**src/rtl/core/file_group_membership_table_core_assert.svh**
```systemverilog
// assertion macros for the file group membership table core
`ifndef FILE_GROUP_MEMBERSHIP_TABLE_CORE_ASSERT_SVH
`define FILE_GROUP_MEMBERSHIP_TABLE_CORE_ASSERT_SVH
`ifndef SYNTHESIS
`define FGMT_ASSERT_IMP(lbl, clk, rst_n, ante, cons) \
  lbl: assert property (@(posedge clk) disable iff (!rst_n) (ante) |-> (cons)) \
    else $error("fgmt assertion failed");
`define FGMT_ASSERT_NXT(lbl, clk, rst_n, ante, cons) \
  lbl: assert property (@(posedge clk) disable iff (!rst_n) (ante) |=> (cons)) \
    else $error("fgmt assertion failed");
`else
`define FGMT_ASSERT_IMP(lbl, clk, rst_n, ante, cons)
`define FGMT_ASSERT_NXT(lbl, clk, rst_n, ante, cons)
`endif
`endif

```
**src/rtl/core/fgmt_ram.sv**
```systemverilog
module fgmt_ram #(
  parameter int WIDTH = 8,
  parameter int DEPTH = 16
) (
  input  logic                                      clk,
  input  logic                                      we,
  input  logic [((DEPTH > 1) ? $clog2(DEPTH) : 1)-1:0] waddr,
  input  logic [WIDTH-1:0]                          wdata,
  input  logic [((DEPTH > 1) ? $clog2(DEPTH) : 1)-1:0] raddr,
  output logic [WIDTH-1:0]                          rdata
);

  logic [WIDTH-1:0] mem [DEPTH];

  always_ff @(posedge clk) begin
    if (we) begin
      mem[waddr] <= wdata;
    end
    rdata <= mem[raddr];
  end

endmodule

```
**config.mk**
```make
export PLATFORM = sky130hd
export DESIGN_NAME = fgmt_ram
export DESIGN_NICKNAME = d
export VERILOG_FILES = /design/src/rtl/core/file_group_membership_table_core_assert.svh /design/src/rtl/core/fgmt_ram.sv
export SDC_FILE = /design/constraint.sdc
export NUM_CORES = 1
export LEC_CHECK = 0
export BUFFER_PORTS_ARGS = -buffer_cell sky130_fd_sc_hd__buf_2
export CORE_UTILIZATION = 32
export DETAILED_ROUTE_END_ITERATION = 8
export HOLD_SLACK_MARGIN = 0.12
export SYNTH_ARGS = -nofsm -noshare
export SYNTH_HDL_FRONTEND = slang
export SYNTH_SLANG_ARGS = --single-unit
```
**constraint.sdc**
```tcl
create_clock -name clk -period 1.7 [get_ports clk]
set_input_delay 0.085 -clock clk [delete_from_list [all_inputs] [get_ports clk]]
set_output_delay 0.085 -clock clk [all_outputs]
set_load 0.005 [all_outputs]
```
==> run summary, run 1 <==
Hold-critical path depth: 3
Fraction of the cycle the final worst path needs: 0.842
Floorplan die area: 0.0166 mm2
Share of layout cells above drive strength 1: 0.319
Final estimated routing congestion in global placement: 0.696
Number of register bits inferred by synthesis: 136
Number of library cell types mapped by synthesis: 19
Cell type of the slowest stage on the worst timing path: mux4_1
Most common cell after layout, fill and taps aside: edfxtp_1
Fraction of the yosys area taken by sequential cells: 0.778
# port buffers: 25
Status: finished clean
CP top delay family: multiplexers
Setup repair after global routing missed its margin: false
Fin util: 0.413
Count of buffering cells on the critical path with inverters included: 0
Core area: 0.0154 mm2
Pwr dens: 1250 mW/mm2
Per-cell routed wire length: 20.2 um
Number of detailed-route iterations in the first pass: 4
Count of endpoints failing hold in the final timing report: 0
Min Hold Slack: 0.239 ns
Maximum achievable frequency: 0.699 GHz
Critical path data required time: 2.00 ns
Detail-routed via count per cell: 4.83
Initial antenna violation count: 0
First DRT Iteration DRCs: 293
Worst hold path class: input pin to register
Vias in the first global route: 2,526
Number of clock sinks: 136
CTS Root Cell: clkbuf_16
Insertion delay to the later sink of the worst-skew pair: 0.41 ns
VDD IR-drop max: 0.759 mV
Area share of the largest cell type after synthesis: 0.747
Internal reg-to-reg setup slack: 0.27 ns
Number of setup buffers added after CTS: 0
Y dimension of the die: 129 um
Net total in the final layout: 312
Most used cells in the layout excluding fill and tap cells: edfxtp_1 (128), buf_2 (25), buf_4 (20), mux4_2 (18), clkbuf_16 (17)
Maximum clock insertion buffer count: 2
Detailed-route via count: 2,502
CP Max Fanout: 1
Routed wl met2: 4.85 mm
Inserted Diodes: 0
Worst Reg-to-Reg Cells: 3
P_leak: 2.16 nW
Largest area contributor in the synthesized netlist: edfxtp_1
Final clock skew: 0.00618 ns
Global-route wire length before repair: 15.7 mm
Max-slew headroom: 0.696
Max-capacitance violation count: 0
Gr usage total: 0.139
Routed wire length on met3: 699 um
Per-instance average area after synthesis: 22.5 um2
Crit Path Class: register to register
Area Growth Syn to Fin: 23.7%
H-tree depth: 4
Crit end category: register
Synth Warn #: 0
Nets in the synthesized netlist: 247
Largest net degree at the start of global routing: 23
Number of max-slew violations in the final report: 0
Cell Rows: 45
Highest routed metal layer: met4
Post-CTS clock slew at the launch and capture registers of the worst setup and hold paths: 0.06 ns
Die Width: 129 um
Summed instance area of the synthesized netlist: 0.00515 mm2
Mapped Cells: 229
Total power: 7.98 mW
Arrival time worst endpoint: 1.73 ns
Final setup violation count: 0
TNS Setup: 0 ns
Sum of net half-perimeters after detailed placement: 6.61 mm
Sum of routed wire segments on met1: 4.83 mm
Total stage count of the critical path: 3
Actual slew at the worst max-slew pin: 0.457 ns
Cell-by-cell trace of the critical path: mux4_1 -> a22oi_1 -> nand2_1
Count of unresolved DRC violations after routing: 0
Min cycle time layout: 1.43 ns
CTS tree: yes
Num CTS Buffers: 17
Slowest Stage Delay on Critical Path: 0.52 ns
Total Wirelength: 10.5 mm
Critical Path Start Type: register
Initial cell density of the core: 0.334
Remaining global-route overflow: 0
Largest cells by area after synthesis: edfxtp_1 (75%), mux4_2 (7.9%), mux4_1 (7.1%), dfxtp_1 (3.1%), a22oi_1 (2.3%)
Number of top-level pins: 26
Post-route antenna net violation count: 0
## logic make-up (layout without fill, tap and decap cells)
group,count (synthesis),after routing,synth area share
DFF,136,136,0.778
and+or+nand+nor,35,35,0.0318
muxes,32,32,0.150
AOI/OAI and AO/OA,16,16,0.0233
buffers and inverters,10,88,0.0168
## repair_timing
action | 4_1_cts | 5_1_grt
endpoints found under the hold margin | 128 | 0
hold buffers | 8 | 0
resized for setup | 0 | 0
## worst register-to-register path: stages, from the launching register on
cell and delay (ns):
edfxtp_1 0.37, mux4_1 0.52, a22oi_1 0.33, nand2_1 0.09
## state kept, by name, summed over array words and instances (netlist names)
signal / count
mem: 128
rdata: 8
## through the flow
step | cell area, um2 | instances | worst slack (ns)
6_report | 6370 | 518 | 0.268
5_1_grt | 6370 | 518 | 0.196
4_1_cts | 6370 | 518 | 0.269
3_5_place_dp | 5660 | 478 | 0.0786
3_3_place_gp | 5660 | 478 | 0.0964
2_1_floorplan | 5150 | 229 | 0.122
## cells in the mapped netlist
cell	count
a22oi_1	16
and2_1	1
and2b_1	1
buf_2	3
buf_4	1
buf_6	3
clkdlybuf4s25_2	3
dfxtp_1	8
edfxtp_1	128
mux4_1	14
mux4_2	18
nand2_1	9
nand2b_1	2
nand3_1	1
nand3b_1	2
nor2_1	13
nor2b_1	1
nor3_1	4
or3b_2	1
## where the power goes
group	internal, mW	leakage, nW	switching (mW)
clock	2.46	0.301	1.37
sequential	3.75	1.22	0.0240
combinational	0.171	0.638	0.204
## path summary, 6_finish.rpt
path,start,to
min reg2reg,mem[14][7]$_DFFE_PP_,rdata[7]$_DFF_P_
min,waddr[0],mem[0][5]$_DFFE_PP_
max reg2reg,mem[1][3]$_DFFE_PP_,rdata[3]$_DFF_P_
max,mem[1][3]$_DFFE_PP_,rdata[3]$_DFF_P_
## cell type report
| class | instances | area [um2] |
|---|---|---|
| clock buffers | 18 | 429 |
| clock inverters | 14 | 198 |
| fillers | 1392 | 9060 |
| multi-input cells | 83 | 1060 |
| flip-flops and latches | 136 | 4000 |
| well taps | 211 | 264 |
| repair buffers | 56 | 415 |
## layer usage
layer  GRT usage  vias to the layer above
met5           0                        -
met4      0.0415                        0
met3      0.0391                        7
met1       0.198                     1319
met2       0.208                       72
li1            -                     1104
No activity file was read; power rests on OpenSTA's default activity.
==> inputs of run 2 (changes only) <==
==> constraint.sdc (replaced) <==
create_clock -name clk -period 1.3 [get_ports clk]
set_input_delay 0.065 -clock clk [delete_from_list [all_inputs] [get_ports clk]]
set_output_delay 0.065 -clock clk [all_outputs]
set_load 0.005 [all_outputs]
==> run summary, run 2 (synthesized netlist as in run 1, its figures left out) <==
Most common cell after layout, fill and taps aside: edfxtp_1
Internal reg-to-reg setup slack: 0.005 ns (-0.26 ns)
Area Growth Syn to Fin: 24.9%
Min cycle time layout: 1.29 ns (-0.137 ns)
Setup repair after global routing missed its margin: true
Number of clock sinks: 136 (unchanged)
Critical Path Start Type: register
Count of endpoints failing hold in the final timing report: 0 (unchanged)
Max-slew headroom: 0.380 (-0.315)
Crit Path Class: register to register
Largest net degree at the start of global routing: 22 (-4.3%)
Total Wirelength: 9.96 mm (-4.9%)
Y dimension of the die: 129 um (unchanged)
Sum of net half-perimeters after detailed placement: 6.47 mm (-2.1%)
Number of flip-flops in the largest register: 128 (unchanged)
Number of max-slew violations in the final report: 0 (unchanged)
Number of top-level pins: 26 (unchanged)
Pwr dens: 1600 mW/mm2 (+28%)
Hold Startpoint: waddr[0]
Num CTS Buffers: 17 (unchanged)
Actual slew at the worst max-slew pin: 0.926 ns (+0.469 ns)
Post-CTS clock slew at the launch and capture registers of the worst setup and hold paths: 0.06 ns (about the same)
Dpl ws: -0.227 ns (-0.305 ns)
Post-route antenna net violation count: 0 (unchanged)
Insertion delay to the later sink of the worst-skew pair: 0.41 ns (about the same)
Net total in the final layout: 320 (+2.6%)
Multi-input combinational cell area: 0.00106 mm2 (+0.12%)
FF+latch area: 0.00400 mm2 (unchanged)
Final clock skew: 0.00389 ns (-0.00229 ns)
Remaining global-route overflow: 0 (unchanged)
Detail-routed via count per cell: 4.73 (-2.1%)
Detailed-route via count: 2,488 (-0.56%)
Worst hold path class: input pin to register
Fin util: 0.417 (+0.00389)
Maximum clock insertion buffer count: 2 (unchanged)
Final estimated routing congestion in global placement: 0.722 (+3.7%)
Initial antenna violation count: 0 (unchanged)
Core area: 0.0154 mm2 (unchanged)
H-tree depth: 4 (unchanged)
Arrival time worst endpoint: 1.59 ns (-0.14 ns)
First DRT Iteration DRCs: 196 (-33%)
Fraction of the cycle the final worst path needs: 0.996 (+0.154)
Final setup violation count: 0 (unchanged)
Critical path data required time: 1.59 ns (-0.41 ns)
Fin area: 0.00643 mm2 (+0.94%)
Per-cell routed wire length: 18.9 um (-6.3%)
Worst Hold Endpoint: mem[0][2]$_DFFE_PP_
Crit end category: register
Final Worst Setup Slack: 0.00542 ns (-0.263 ns)
CTS tree: yes
Global-route wire length before repair: 15.6 mm (-1.1%)
P_leak: 2.15 nW (-0.75%)
Inserted Diodes: 0 (unchanged)
Cell area reported after detailed placement: 0.00575 mm2 (+1.6%)
Most used cells in the layout excluding fill and tap cells: edfxtp_1 (128), mux4_2 (31), buf_4 (26), buf_2 (25), clkbuf_16 (17)
Capturing point of the worst reg2reg path: rdata[1]$_DFF_P_
Status: finished clean
Number of detailed-route iterations in the first pass: 4 (unchanged)
Gr usage total: 0.134 (-0.00489)
CP Max Fanout: 1 (unchanged)
VDD IR-drop max: 0.996 mV (+31%)
Floorplan die area: 0.0166 mm2 (unchanged)
Max-capacitance violation count: 0 (unchanged)
Maximum achievable frequency: 0.772 GHz (+11%)
# port buffers: 25 (unchanged)
Initial cell density of the core: 0.334 (unchanged)
Die Width: 129 um (unchanged)
Final-layout fill cell count: 1,373 (-1.4%)
Share of layout cells above drive strength 1: 0.403 (+0.0840)
Count of unresolved DRC violations after routing: 0 (unchanged)
Hold-critical path depth: 3 (unchanged)
Worst Reg-to-Reg Cells: 3 (unchanged)
Leading registers by flop count: mem: 128 flops, rdata: 8 flops
Cell Rows: 45 (unchanged)
CTS Root Cell: clkbuf_16
Worst reg2reg startpoint: mem[6][1]$_DFFE_PP_
Vias in the first global route: 2,650 (+4.9%)
Register bank with the most flops: mem
## run 2: area by class of cell
class	instances	share of cell area
well taps	211	0.0411
flip-flops and latches	136	0.623
clock buffers	17	0.0662
repair buffers	64	0.0779
multi-input cells	83	0.165
clock inverters	15	0.0273
## run 2: worst max-delay path, cell delays in order (launching register included)
cell and delay, ns:
edfxtp_1 0.37, mux4_2 0.50, a22oi_2 0.22, nand2_1 0.09
## run 2: per-stage QoR
step	hold slack, ns	power (mW)	cells	setup TNS (ns)
after floorplan	0.164	5.27	229	-0.863
after global placement	0.443	5.50	486	-2.07
after detailed placement	0.447	5.51	486	-2.39
after CTS	0.207	10.4	526	-0.00113
after global routing	0.221	10.6	526	-0.127
final	0.226	10.3	526	0
## run 2: worst max-delay path by stage
stage | startpoint | end | slack [ns] | cells after the start
detailed placement | raddr[0] | rdata[5]$_DFF_P_ | -0.23 | 5
floorplan | waddr[2] | mem[3][0]$_DFFE_PP_ | -0.03 | 2
global route | mem[2][5]$_DFFE_PP_ | rdata[5]$_DFF_P_ | -0.05 | 3
finish | mem[6][1]$_DFFE_PP_ | rdata[1]$_DFF_P_ | 0.005 | 3
CTS | mem[2][5]$_DFFE_PP_ | rdata[5]$_DFF_P_ | -0.001 | 3
global placement | raddr[0] | rdata[5]$_DFF_P_ | -0.21 | 5
## run 2: report_power, final
group | switching (mW) | internal [mW]
combinational | 0.277 | 0.256
clock | 1.80 | 3.02
sequential | 0.0281 | 4.90
total | 2.10 | 8.18
## run 2: what timing repair did
action / in CTS / in global routing
hold buffers: 8 / 0
cloned: 0 / 0
setup endpoints to repair: 7 / 8
pin swaps: 3 / 7
setup buffers: 0 / 0
endpoints found under the hold margin: 128 / 0
gates resized for setup: 14 / 8
## run 2: layer usage
metal / track usage / wire length (um)
met4: 0.0394 / 68
met3: 0.0387 / 534
met5: 0 / 0
met2: 0.213 / 4780
met1: 0.180 / 4580
